`src/rtl/core/mqra_pkg.sv`:
```
// Shared types and constants for the message queue ring allocator.
package mqra_pkg;

    localparam int QUEUE_DEPTH  = 16;
    localparam int BUFFER_BYTES = 1024;

    localparam int QIDX_W   = $clog2(QUEUE_DEPTH);
    localparam int PTR_W    = $clog2(BUFFER_BYTES + 1);
    localparam int SUM_W    = PTR_W + 2;
    localparam int ID_W     = 8;
    localparam int SIZE_W   = 11;

    typedef enum logic [1:0] {
        MODE_SEND  = 2'd0,
        MODE_RUN   = 2'd1,
        MODE_CLEAR = 2'd2,
        MODE_NONE  = 2'd3
    } mode_t;

    typedef enum logic [2:0] {
        ST_QUEUED    = 3'd0,
        ST_NO_TARGET = 3'd1,
        ST_NO_SPACE  = 3'd2,
        ST_FULL      = 3'd3,
        ST_DEQUEUED  = 3'd4,
        ST_EMPTY     = 3'd5,
        ST_CLEARED   = 3'd6
    } status_t;

    typedef struct packed {
        mode_t             mode;
        logic [ID_W-1:0]   msg_target;
        logic [ID_W-1:0]   msg_type;
        logic [SIZE_W-1:0] msg_size;
    } in_item_t;

    typedef struct packed {
        status_t           status;
        logic [ID_W-1:0]   out_target;
        logic [ID_W-1:0]   out_type;
        logic [SIZE_W-1:0] out_size;
        logic [SIZE_W-1:0] out_offset;
    } out_item_t;

    typedef struct packed {
        logic [ID_W-1:0]   target;
        logic [ID_W-1:0]   kind;
        logic [SIZE_W-1:0] size;
        logic [SIZE_W-1:0] offset;
    } desc_t;

    // Controller to datapath
    typedef struct packed {
        logic capture;
        logic execute;
    } ctl_cmd_t;

    // Datapath to controller
    typedef struct packed {
        logic out_busy;
    } dp_stat_t;

endpackage

```
`src/rtl/core/message_queue_ring_allocator.sv`:
```
// Top level: message descriptor queue with a ring allocator for payload space.
// Flow: an accepted item is held in the request register; its result is registered into the
//   output register (out_valid high) once that register is free; a stalled output delays execution.
// The accept/execute controller stalls the input until the current item executes, so a new
//   item is not taken before the last one has executed.
// Reset: asynchronous, active low; clears queue and ring pointers and the output valid.
//   Descriptor memory contents are not cleared.
module message_queue_ring_allocator
    import mqra_pkg::*;
(
    input  logic      clk,
    input  logic      rst_n,
    input  logic      in_valid,
    output logic      in_stall,
    input  in_item_t  in_data,
    output logic      out_valid,
    input  logic      out_stall,
    output out_item_t out_data
);

    ctl_cmd_t cmd;
    dp_stat_t stat;

    // Controller: hold the input stalled while one item is in execution
    mqra_ctrl u_ctrl (
        .clk      (clk),
        .rst_n    (rst_n),
        .in_valid (in_valid),
        .in_stall (in_stall),
        .stat     (stat),
        .cmd      (cmd)
    );

    // Datapath: check queue and ring space, update pointers, drive the result item
    mqra_datapath u_dp (
        .clk       (clk),
        .rst_n     (rst_n),
        .in_data   (in_data),
        .cmd       (cmd),
        .stat      (stat),
        .out_valid (out_valid),
        .out_stall (out_stall),
        .out_data  (out_data)
    );

endmodule

```
`src/rtl/core/mqra_ctrl.sv`:
```
// Controller state machine: accept a request, then execute it once the output is free.
module mqra_ctrl
    import mqra_pkg::*;
(
    input  logic     clk,
    input  logic     rst_n,
    input  logic     in_valid,
    output logic     in_stall,
    input  dp_stat_t stat,
    output ctl_cmd_t cmd
);

    typedef enum logic {
        S_IDLE,
        S_EXEC
    } ctrl_state_t;

    ctrl_state_t state_reg;
    logic        in_stall_reg;

    always_comb
    begin
        cmd.capture = in_valid && !in_stall_reg;
        cmd.execute = (state_reg == S_EXEC) && !stat.out_busy;
    end

    assign in_stall = in_stall_reg;

    always_ff @(posedge clk or negedge rst_n)
    begin
        if (!rst_n)
        begin
            state_reg    <= S_IDLE;
            in_stall_reg <= 1'b0;
        end
        else
        begin
            unique case (state_reg)
                S_IDLE:
                begin
                    if (cmd.capture)
                    begin
                        state_reg    <= S_EXEC;
                        in_stall_reg <= 1'b1;
                    end
                end
                S_EXEC:
                begin
                    if (cmd.execute)
                    begin
                        state_reg    <= S_IDLE;
                        in_stall_reg <= 1'b0;
                    end
                end
                default:
                begin
                    state_reg    <= S_IDLE;
                    in_stall_reg <= 1'b0;
                end
            endcase
        end
    end

endmodule

```
`src/rtl/core/mqra_datapath.sv`:
```
// Datapath: queue pointers, ring space pointers, descriptor memory and output register.
module mqra_datapath
    import mqra_pkg::*;
(
    input  logic      clk,
    input  logic      rst_n,
    input  in_item_t  in_data,
    input  ctl_cmd_t  cmd,
    output dp_stat_t  stat,
    output logic      out_valid,
    input  logic      out_stall,
    output out_item_t out_data
);

    in_item_t          req_reg;
    logic [QIDX_W-1:0] head_reg, head_next;
    logic [QIDX_W-1:0] tail_reg, tail_next;
    logic [PTR_W-1:0]  start_reg, start_next;
    logic [PTR_W-1:0]  end_reg, end_next;
    desc_t             mem [QUEUE_DEPTH];
    desc_t             rd_data_reg;
    out_item_t         out_reg, out_next;
    logic              out_valid_reg;
    logic              has_result;
    logic              wr_en;
    desc_t             wr_desc;

    logic [QIDX_W-1:0] tail_inc, head_inc;
    logic              q_full, q_empty;
    logic [SUM_W-1:0]  sz_x, start_x, end_x, room_x, sum_x;
    logic              fit;
    logic [PTR_W-1:0]  alloc_off, alloc_end;

    assign stat.out_busy = out_valid_reg && out_stall;
    assign out_valid     = out_valid_reg;
    assign out_data      = out_reg;

    always_comb
    begin
        tail_inc = (tail_reg == QIDX_W'(QUEUE_DEPTH - 1)) ? '0 : tail_reg + 1'b1;
        head_inc = (head_reg == QIDX_W'(QUEUE_DEPTH - 1)) ? '0 : head_reg + 1'b1;
        q_full   = (tail_inc == head_reg);
        q_empty  = (head_reg == tail_reg);
    end

    // Ring allocation: append after end, wrap to zero, or fit in the gap.
    always_comb
    begin
        sz_x      = SUM_W'(req_reg.msg_size);
        start_x   = SUM_W'(start_reg);
        end_x     = SUM_W'(end_reg);
        room_x    = SUM_W'(BUFFER_BYTES) - end_x;
        sum_x     = end_x + sz_x;
        fit       = 1'b0;
        alloc_off = end_reg;
        alloc_end = end_reg;
        if (start_x <= end_x)
        begin
            if (room_x >= sz_x)
            begin
                fit       = 1'b1;
                alloc_end = PTR_W'(sum_x);
            end
            else if (start_x > sz_x)
            begin
                fit       = 1'b1;
                alloc_off = '0;
                alloc_end = PTR_W'(sz_x);
            end
        end
        else if (sum_x < start_x)
        begin
            fit       = 1'b1;
            alloc_end = PTR_W'(sum_x);
        end
    end

    always_comb
    begin
        head_next  = head_reg;
        tail_next  = tail_reg;
        start_next = start_reg;
        end_next   = end_reg;
        out_next   = '0;
        has_result = 1'b1;
        wr_en      = 1'b0;
        wr_desc.target = req_reg.msg_target;
        wr_desc.kind   = req_reg.msg_type;
        wr_desc.size   = req_reg.msg_size;
        wr_desc.offset = SIZE_W'(alloc_off);
        unique case (req_reg.mode)
            MODE_SEND:
            begin
                priority if (req_reg.msg_target == '0)
                    out_next.status = ST_NO_TARGET;
                else if (q_full)
                    out_next.status = ST_FULL;
                else if (!fit)
                    out_next.status = ST_NO_SPACE;
                else
                begin
                    out_next.status     = ST_QUEUED;
                    out_next.out_offset = SIZE_W'(alloc_off);
                    wr_en               = 1'b1;
                    tail_next           = tail_inc;
                    end_next            = alloc_end;
                end
            end
            MODE_RUN:
            begin
                if (q_empty)
                    out_next.status = ST_EMPTY;
                else
                begin
                    out_next.status     = ST_DEQUEUED;
                    out_next.out_target = rd_data_reg.target;
                    out_next.out_type   = rd_data_reg.kind;
                    out_next.out_size   = rd_data_reg.size;
                    out_next.out_offset = rd_data_reg.offset;
                    head_next           = head_inc;
                    start_next          = PTR_W'(SUM_W'(rd_data_reg.offset)
                                                 + SUM_W'(rd_data_reg.size));
                end
            end
            MODE_CLEAR:
            begin
                out_next.status = ST_CLEARED;
                head_next       = '0;
                tail_next       = '0;
            end
            MODE_NONE:
                has_result = 1'b0;
            default:
                has_result = 1'b0;
        endcase
    end

    // Descriptor memory: write on a queued send, read the head every cycle.
    always_ff @(posedge clk)
    begin
        if (cmd.execute && wr_en)
            mem[tail_reg] <= wr_desc;
        rd_data_reg <= mem[head_reg];
    end

    always_ff @(posedge clk)
    begin
        if (cmd.capture)
            req_reg <= in_data;
        if (cmd.execute && has_result)
            out_reg <= out_next;
    end

    always_ff @(posedge clk or negedge rst_n)
    begin
        if (!rst_n)
        begin
            head_reg      <= '0;
            tail_reg      <= '0;
            start_reg     <= '0;
            end_reg       <= '0;
            out_valid_reg <= 1'b0;
        end
        else
        begin
            if (cmd.execute)
            begin
                head_reg  <= head_next;
                tail_reg  <= tail_next;
                start_reg <= start_next;
                end_reg   <= end_next;
            end
            if (cmd.execute && has_result)
                out_valid_reg <= 1'b1;
            else if (!out_stall)
                out_valid_reg <= 1'b0;
        end
    end

    a_no_overwrite: assert property (@(posedge clk) disable iff (!rst_n)
        !(cmd.execute && out_valid_reg && out_stall))
        else $error("result produced while output register still held");

    a_queue_not_empty_after_send: assert property (@(posedge clk) disable iff (!rst_n)
        (cmd.execute && wr_en) |=> (head_reg != tail_reg))
        else $error("queue empty right after a queued send");

    a_ptr_range: assert property (@(posedge clk) disable iff (!rst_n)
        (SUM_W'(end_reg) <= SUM_W'(BUFFER_BYTES)) && (SUM_W'(start_reg) <= SUM_W'(BUFFER_BYTES)))
        else $error("ring pointer beyond buffer size");

endmodule
```
`config.mk`:
```
export PLATFORM = sky130hd
export DESIGN_NAME = message_queue_ring_allocator
export DESIGN_NICKNAME = d
export VERILOG_FILES = /design/src/rtl/core/mqra_pkg.sv /design/src/rtl/core/message_queue_ring_allocator.sv /design/src/rtl/core/mqra_ctrl.sv /design/src/rtl/core/mqra_datapath.sv
export SDC_FILE = /design/constraint.sdc
export NUM_CORES = 1
export LEC_CHECK = 0
export ABC_AREA = 0
export BUFFER_PORTS_ARGS = -buffer_cell sky130_fd_sc_hd__buf_2
export CAP_MARGIN = 10
export CORE_MARGIN = 8
export CORE_UTILIZATION = 35
export CTS_CLUSTER_SIZE = 12
export DETAILED_ROUTE_END_ITERATION = 7
export GPL_TIMING_DRIVEN = 0
export PLACE_DENSITY = 0.54
export SLEW_MARGIN = 10
export SYNTH_ARGS = -nofsm -noshare
export SYNTH_HDL_FRONTEND = slang
export SYNTH_SLANG_ARGS = --single-unit
export TNS_END_PERCENT = 20
```
`constraint.sdc`:
```
create_clock -name clk -period 7 [get_ports clk]
set_input_delay 0.7 -clock clk [delete_from_list [all_inputs] [get_ports clk]]
set_output_delay 0.7 -clock clk [all_outputs]
set_load 0.005 [all_outputs]
```
# == Word-level counts from Yosys, hierarchy flattened ==
# Memory sizes are Yosys's and may differ from the RTL's. A register that Yosys moved wholly into a read port is not among the register bits.
# Index checks and enable logic that the tools add are counted.
# totals
romBits,0
n_memories,1
mem_bits_rw,608
ff_bits,103
latch_bits,0
# classes
shifts,0
eq_ne,15
mux,44
order_cmp,4
n_mul,0
n_bitwise,5
div,0
n_reduce_logical,18
addsub,5
# memory_table
memory,depth,word_bits,read_ports,rd_ports_with_merged_regs,wr,line_no,source
u_dp.mem,16,38,1,1,1,mqra_datapath.sv:20,desc_t mem [QUEUE_DEPTH];
# ops
op,n
$mux W11,11
$mux W4,6
$pmux W11 S2,1
$mux W1,18
$pmux W4 S2,2
$ge A13 B11 Y1,1
$lt A13 B11 Y1,1
$add A11 B11 Y12,1
$sub A11 B11 Y12 const A,1
$add A11 B11 Y11,1
$gt A11 B11 Y1,1
$le A11 B11 Y1,1
$pmux W3 S3,1
$add A4 B1 Y4 const B,2
$eq A4 B4 Y1,2
$eq A4 B4 Y1 const B,2
$logic_not A8 Y1,1
$ne A2 B2 Y1 const B,4
$reduce_and A7 Y1,1
$ne A2 B1 Y1 const B,3
$reduce_and A3 Y1,2
$reduce_bool A2 Y1,3
$logic_and A1 B1 Y1,5
$not A1 Y1,5
other kinds (11),15

# == Logic depth before layout (Yosys ltp) ==
# Gate-level depths: netlist of run 1.
# depth
depth_word,11
mapped_depth,18

# == Hierarchy ==
# Synthesis of run 1 repeated with hierarchy kept, for this count alone.
# hier_totals
cells_unflattened,1487
hier_area_um2,29873.7
# by_module_without_submodules
mod,instances,cells_per_inst,area_per_inst_um2
mqra_datapath,1,1479,29777.3
mqra_ctrl,1,8,96.3

# == Worst setup path after synthesis of run 1 ==
# No wires, ideal clock.
# synth_timing
path_type,flip-flop to flip-flop
from,reg u_dp.req_reg[0] (netlist name)
to,"mem u_dp.mem[11][0] (netlist name), enable pin"
path_stages_with_launch,17
n_path_buf,1
setup_ps,399
path_slack_ps,1783
t_required_ps,6601
arrival_ps,4818
cell_sequence,edfxtp_1 ha_1 fa_1 a21o_1 a21oi_1 o21ai_0 a31o_2 a21oi_1 xnor2_1 ha_1 a211oi_1 o211ai_1 a211oi_2 o2111ai_2 a211oi_2 clkbuf_1 and3_1
# synth_via
elab_chain_len,11
# synth_rtl
item,line_no,source
from (decl),mqra_datapath.sv:15,in_item_t req_reg;
from (signal assigned),mqra_datapath.sv:149,req_reg <= in_data;
$add A11 B11 Y12 / $gt A11 B11 Y1 (equally long branches),"mqra_datapath.sv:53, mqra_datapath.sv:64",
$lt A13 B11 Y1 / $mux W1 (equally long branches),"mqra_datapath.sv:71, mqra_datapath.sv:64",
$mux W1 (on tied branches),"mqra_datapath.sv:71, mqra_datapath.sv:59",
$mux W1 (*),mqra_datapath.sv:57,if (start_x <= end_x)
$mux W1 (*),mqra_datapath.sv:98,else if (!fit)
$mux W1 (*),mqra_datapath.sv:96,else if (q_full)
$mux W1 (*),mqra_datapath.sv:94,priority if (req_reg.msg_target == '0)
$mux W1 (*),mqra_datapath.sv:91,unique case (req_reg.mode)
$logic_and A1 B1 Y1 (*),mqra_datapath.sv:141,if (cmd.execute && wr_en)
$mux W1 (*),mqra_datapath.sv:141,
$mux W1 (implied by the code) (*),mqra_datapath.sv:142,mem[tail_reg] <= wr_desc;
to (decl),mqra_datapath.sv:20,
# Mark *: on every way between the ends. The rest lies on a longest branch, timed or not.

# == Final worst setup path of run 1 ==
# layout_timing
from,reg u_dp.req_reg[0] (netlist name)
to,"mem u_dp.mem[2][13] (netlist name), enable pin"
# The elaborated chain is that of the path after synthesis.

==> reports/metrics.csv, run 1 <==
stage,metric,value,unit
status,status,completed,
placement,port_buffers,75,
cells_and_area,nets,1786,
clock_tree,clk_latency,0.63,ns
yosys,yosysWarnings,0,
sta,worst_slew_pin_slew,1.20,ns
sta,whs,0.191,ns
routing,num_vias,15300,
clock_tree,cts_resized,0,
routing,dr.pass1.iters,5,
floorplan,dieArea,95000,sq um
floorplan,rows,107,
global_routing,antenna_found_initial,5,
sta,fin_worst_skew,0.0315,ns
clock_tree,cts_tree,yes,
routing,wl,78500,um
pwr,p_switching,4700,uW
global_routing,grt_pass1_vias,15800,
pwr,intPower,9970,uW
cells_and_area,diodes,0,
routing,ant_nets,0,
cells_and_area,final_cells,2888,
yosys,synthFlopType,edfxtp_1,
global_routing,gr-total-overflow,0,
floorplan,io_pins,76,
critical_path,crit_slowest_cell,and3_4,
sta,setup_violations,0,
sta,rsz0062_at_grt,no,
critical_path,reg2reg_depth,16,
clock_tree,hold_buffers,0,
cells_and_area,fill_cells,7562,
global_routing,grt_max_degree,39,
pwr,seq_power_share,0.413,
critical_path,crit_start,u_dp.req_reg[0],
critical_path,r2r_setup_slack,0.74,ns
yosys,postSynthAreaPerCell,19.9,sq um
critical_path,cp.arrival,6.50,ns
yosys,async_flop_share,0.0441,
pwr,p_sw_frac,0.321,
sta,fin_crit_sh,0.895,
critical_path,endpoint,u_dp.mem[2][13],
yosys,ys_types,56,
critical_path,required,7.24,ns
min_path,hold_path_class,in2async,
yosys,syn_area,29900,sq um
floorplan,fp.dieH,308,um
pwr,power_density,421,nW/um^2
placement,place_inst,2733,
cells_and_area,final_cell_mix,"678 x edfxtp_1, 190 x mux4_2, 87 x buf_2",
clock_tree,cts_buffer_depth,3,
cells_and_area,area.sequential,21900,sq um
cells_and_area,flow.area_growth_from_synthesis,16.7,%
sta,hold_viol_final,0,
clock_tree,cts.htree.levels,3,
yosys,ys_ff_latch,749,
floorplan,fp.dieW,308,um
global_routing,grt_usage,0.165,
clock_tree,cts.reportedPaths.clkPinSlew,0.07,ns
critical_path,startpoint_type,flip-flop,
routing,wl_per_cell,27.2,um
critical_path,cp_cell_sequence,ha_1 -> fa_1 -> a21o_1 -> a21oi_1 -> o21ai_0 -> a31o_2 -> a21oi_1 -> xnor2_1 -> ha_1 -> a211oi_1 -> o211ai_1 -> a211oi_2 -> o2111ai_2 -> a211oi_2 -> clkbuf_1 -> and3_4,
pwr,total_power,14700,uW
clock_tree,cts_setup_buffers,0,
global_routing,grt_first_pass_wirelength,113000,um
yosys,syn_nets,1609,
clock_tree,cts.sinks,749,
critical_path,reg2reg_to,u_dp.mem[2][13],
clock_tree,cts-root-buf,clkbuf_16,
routing,viasPerCell,5.31,
cells_and_area,layout-drive-gt1-share,0.254,
yosys,synthCells,1499,
critical_path,cpPeakStageDelay,0.80,ns
pwr,clock_power_share,0.290,
run,maxCapViolations,0,
pwr,p_comb_frac,0.297,
routing,drcViolationCount,0,
critical_path,cp-end-kind,flip-flop,
critical_path,crit_type,reg2reg,
yosys,synth_edf_count,678,
critical_path,r2r_start,u_dp.req_reg[0],
pwr,max-vdd-ir-drop,0.179,mV
clock_tree,cts_inserted_buffers,83,
sta,slew_viol_final,0,
yosys,yosysSeqAreaShare,0.734,
critical_path,cp_max_fo,38,
routing,drt-initial-drc-count,1633,
pwr,power.static_leakage,0.0116,uW
cells_and_area,largest_reg_flops,608,
placement,hpwl,48200,um
cells_and_area,layout_commonest_cell,edfxtp_1,
floorplan,coreArea,84900,sq um
sta,slew_headroom,0.199,
placement,place.gp.congestion,0.877,
floorplan,start_util,0.352,
sta,fmax,160,MHz
sta,fin_crit,6.26,ns
cells_and_area,multi_input_area,7550,sq um
cells_and_area,final_util,0.411,
[cells in the mapped netlist (all sizes together), types with 3 or more instances]
| library cell | count | area [sq um] |
|---|---|---|
| edfxtp | 678 | 20400 |
| mux4 | 190 | 4280 |
| ha | 75 | 938 |
| inv | 53 | 199 |
| and3 | 48 | 305 |
| a21oi | 45 | 225 |
| nor2 | 45 | 169 |
| clkbuf | 43 | 163 |
| dfxtp | 38 | 761 |
| o21ai | 34 | 170 |
| dfrtp | 33 | 826 |
| nand2 | 30 | 113 |
| xnor2 | 26 | 228 |
| buf | 24 | 126 |
| and2 | 13 | 81.3 |
| a22o | 11 | 96.3 |
| a21o | 10 | 76.3 |
| o211ai | 10 | 75.1 |
| nand4 | 9 | 56.3 |
| nand3 | 8 | 40.0 |
| nor2b | 8 | 57.6 |
| nor3 | 8 | 40.0 |
| a211oi | 6 | 55.1 |
| xor2 | 6 | 52.6 |
| nor4 | 5 | 31.3 |
| o21a | 5 | 37.5 |
| o31ai | 4 | 30.0 |
| a2111oi | 3 | 26.3 |
| a31oi | 3 | 18.8 |
| nand2b | 3 | 18.8 |
| o21bai | 3 | 22.5 |
[per-stage QoR]
stage                     setup WS (ns)  setup TNS, ns  instance area, sq um
final                             0.738              0                 34900
after global routing              0.491              0                 34900
after CTS                         0.703              0                 34800
after detailed placement          0.772              0                 32200
after global placement           -0.705        -279.02                 31700
after floorplan                    1.78              0                 29900
[worst min-delay path by stage]
stage                     from          endpoint  slack [ns]  cells after the start
6_report                 rst_n   u_dp.end_reg[4]        0.19                      1
5_1_grt            in_data[15]  u_dp.req_reg[15]        0.20                      1
4_1_cts                  rst_n   u_dp.end_reg[8]        0.20                      1
3_5_place_dp    u_dp.out_valid    u_dp.out_valid        0.53                      2
3_3_place_gp   u_ctrl.in_stall   u_ctrl.in_stall        0.50                      2
2_1_floorplan            rst_n   u_ctrl.in_stall        0.40                      0
[layer usage]
metal | track usage | vias to the layer above | part of all wire
li1 | - | 6486 | -
met2 | 0.261 | 595 | 0.46
met1 | 0.236 | 8124 | 0.45
met4 | 0.0391 | 0 | 0.023
met5 | 0 | - | 0
met3 | 0.0313 | 122 | 0.069
[power by group through the flow]
stage / registers [uW] / clock network, uW / logic [uW]
2_1_floorplan: 5930 / 0 / 2910
3_3_place_gp: 6160 / 0 / 4210
3_5_place_dp: 6150 / 0 / 4360
4_1_cts: 6060 / 4350 / 4390
5_1_grt: 6110 / 4520 / 4750
6_report: 6060 / 4260 / 4350
[cell type report]
class / instances / area share
plain buffers: 67 / 0.00832
clock buffers: 117 / 0.0664
clock inverters: 36 / 0.0106
inverters: 53 / 0.00570
multi-input cells: 630 / 0.216
flip-flops and latches: 749 / 0.629
well taps: 1144 / 0.0410
repair buffers: 92 / 0.0221
[cells by family (layout without fill, tap and decap cells)]
kind of cell	Yosys count	after routing	synth area share
AND/OR/NAND/NOR	183	183	0.0320
multiplexers	192	192	0.144
XOR/XNOR	32	32	0.00938
buffers and inverters	120	365	0.0163
adder cells (fa/ha/maj)	77	77	0.0327
flip-flops	749	749	0.734
AO/OA/AOI/OAI	146	146	0.0314
[worst max-delay path: cells and delay by family (launching register included)]
family          cells  cell delay, ns
xor+xnor            1            0.20
buf+inv             1            0.44
compound gates     10            2.53
simple gates        1            0.80
fa+ha+maj           3            1.09
flops               1            0.71
Note: power is estimated with default switching activity, not from simulation.
==> run 2, diff against run 1 <==
Clock period 7 ns to 6.15 ns, I/O delays scaled along.
==> reports/metrics.csv, run 2 (synthesis results as in run 1) <==
stage,metric,value,unit,change
status,status,completed,,
cells_and_area,diodes,0,,unchanged
critical_path,required,6.39,ns,-0.85 ns
sta,fin_worst_skew,0.0298,ns,-0.00171 ns
clock_tree,cts_tree,yes,,
clock_tree,cts_inserted_buffers,83,,unchanged
critical_path,crit_top_cell,a211oi_2,,
sta,slew_headroom,0.194,,-0.00505
routing,viasPerCell,5.29,,-0.29%
cells_and_area,largest_reg_flops,608,,unchanged
placement,dp_slack,-0.0784,ns,-0.850 ns
critical_path,cp.arrival,6.08,ns,-0.42 ns
cells_and_area,flow.area_growth_from_synthesis,16.7,%,about the same
cells_and_area,nets,1786,,unchanged
clock_tree,cts-root-buf,clkbuf_16,,
clock_tree,cts.reportedPaths.clkPinSlew,0.07,ns,about the same
clock_tree,hold_buffers,0,,unchanged
run,maxCapViolations,0,,unchanged
critical_path,crit_type,reg2reg,,
critical_path,cp_cell_sequence,ha_2 -> fa_1 -> a21o_1 -> a21oi_2 -> o21ai_0 -> a31o_2 -> a21oi_1 -> xnor2_1 -> ha_1 -> a211oi_1 -> o211ai_1 -> a211oi_2 -> o2111ai_2 -> a211oi_2 -> clkbuf_4 -> and3_4,,
routing,ant_nets,0,,unchanged
routing,wl,78500,um,about the same
pwr,power.static_leakage,0.0116,uW,about the same
clock_tree,cts.htree.levels,3,,unchanged
cells_and_area,layout-drive-gt1-share,0.256,,+0.00172
placement,port_buffers,75,,unchanged
cells_and_area,layout_commonest_cell,edfxtp_1,,
routing,num_vias,15300,,-0.29%
pwr,power_density,479,nW/um^2,+14%
placement,place.gp.congestion,0.877,,unchanged
pwr,max-vdd-ir-drop,0.204,mV,+14%
floorplan,io_pins,76,,unchanged
clock_tree,clk_latency,0.63,ns,about the same
clock_tree,cts_buffer_depth,3,,unchanged
cells_and_area,final_cell_mix,"678 x edfxtp_1, 190 x mux4_2, 87 x buf_2",,
routing,dr.pass1.iters,5,,unchanged
sta,hold_viol_final,0,,unchanged
floorplan,dieArea,95000,sq um,unchanged
pwr,total_power,16700,uW,+14%
global_routing,gr-total-overflow,0,,unchanged
critical_path,cpPeakStageDelay,0.71,ns,-0.09 ns
critical_path,crit_slowest_cell,edfxtp_1,,
sta,fin_crit,5.84,ns,-0.423 ns
routing,wl_per_cell,27.2,um,about the same
placement,hpwl,48200,um,unchanged
min_path,hold_path_class,in2async,,
floorplan,rows,107,,unchanged
global_routing,grt_max_degree,39,,unchanged
critical_path,cp-end-kind,flip-flop,,
global_routing,antenna_found_initial,5,,unchanged
routing,drcViolationCount,0,,unchanged
global_routing,grt_pass1_vias,15800,,unchanged
sta,final.setup.worst_slack,0.311,ns,-0.427 ns
sta,rsz0062_at_grt,no,,
floorplan,fp.dieH,308,um,unchanged
sta,fin_crit_sh,0.949,,+0.0549
critical_path,cp_max_fo,38,,unchanged
sta,setup_tns,0,ns,unchanged
floorplan,fp.dieW,308,um,unchanged
sta,setup_violations,0,,unchanged
global_routing,grt_usage,0.165,,unchanged
sta,worst_slew_pin_slew,1.21,ns,+0.00757 ns
critical_path,startpoint_type,flip-flop,,
floorplan,start_util,0.352,,unchanged
routing,drt-initial-drc-count,1684,,+3.1%
clock_tree,cts_setup_buffers,0,,unchanged
floorplan,coreArea,84900,sq um,unchanged
clock_tree,cts.sinks,749,,unchanged
global_routing,grt_first_pass_wirelength,113000,um,unchanged
sta,slew_viol_final,0,,unchanged
sta,fmax,171,MHz,+7.2%
## run 2: where the power goes
part / internal (uW) / switching [uW] / total (uW)
sequential: 6400 / 505 / 6900
combinational: 2130 / 2830 / 4960
clock: 2820 / 2020 / 4840
total: 11300 / 5350 / 16700
## run 2: critical path, delay by kind of cell, from the launching register on
family | cells | cell delay (ns)
AOI/OAI and AO/OA | 10 | 2.37
adders and majority gates | 3 | 1.07
DFF | 1 | 0.71
and+or+nand+nor | 1 | 0.70
buffers and inverters | 1 | 0.28
xor gates and xnor gates | 1 | 0.20
## run 2: cell type report
cell class | count | area (sq um)
Tap cell | 1144 | 1430
Clock buffer | 117 | 2320
Sequential cell | 749 | 21900
Inverter | 53 | 199
Clock inverter | 36 | 369
Timing Repair Buffer | 92 | 772
Buffer | 67 | 294
Fill cell | 7560 | 50000
Multi-Input combinational cell | 630 | 7560
## run 2: what timing repair did
action | in CTS | in global routing
endpoints found under the setup margin | 224 | 267
endpoints found under the hold margin | 0 | 0
resized for setup | 1 | 5
pin swaps | 1 | 3
## run 2: per-stage QoR
step                hold slack, ns   util  cell area (sq um)  cells
floorplan                    0.319      -              29900   1499
global placement             0.502  0.373              31700   2718
detailed placement           0.526  0.379              32200   2733
CTS                          0.112  0.411              34800   2886
global route                 0.117  0.411              34900   2888
finish                       0.110  0.411              34900   2888
## run 2: worst paths after layout
path / startpoint / slack (ns) / endpoint / depth (start not counted)
setup / recovery: u_dp.req_reg[0] / 0.31 / u_dp.mem[2][13] / 16
setup reg to reg: u_dp.req_reg[0] / 0.31 / u_dp.mem[2][13] / 16
max in group asynchronous: rst_n / 5.47 / u_dp.head_reg[1] / 1
min in group clk: in_data[13] / 0.16 / u_dp.req_reg[13] / 1
hold reg to reg: u_dp.out_valid / 0.54 / u_dp.out_valid / 2
hold / removal: rst_n / 0.11 / u_dp.end_reg[4] / 1
## run 2: per-layer routing
layer | GRT usage | wire (um) | vias up
met3 | 0.0313 | 5160 | 116
li1 | - | - | 6487
met1 | 0.236 | 35200 | 8124
met2 | 0.261 | 36400 | 555
met5 | 0 | 0 | -
met4 | 0.0391 | 1720 | 0
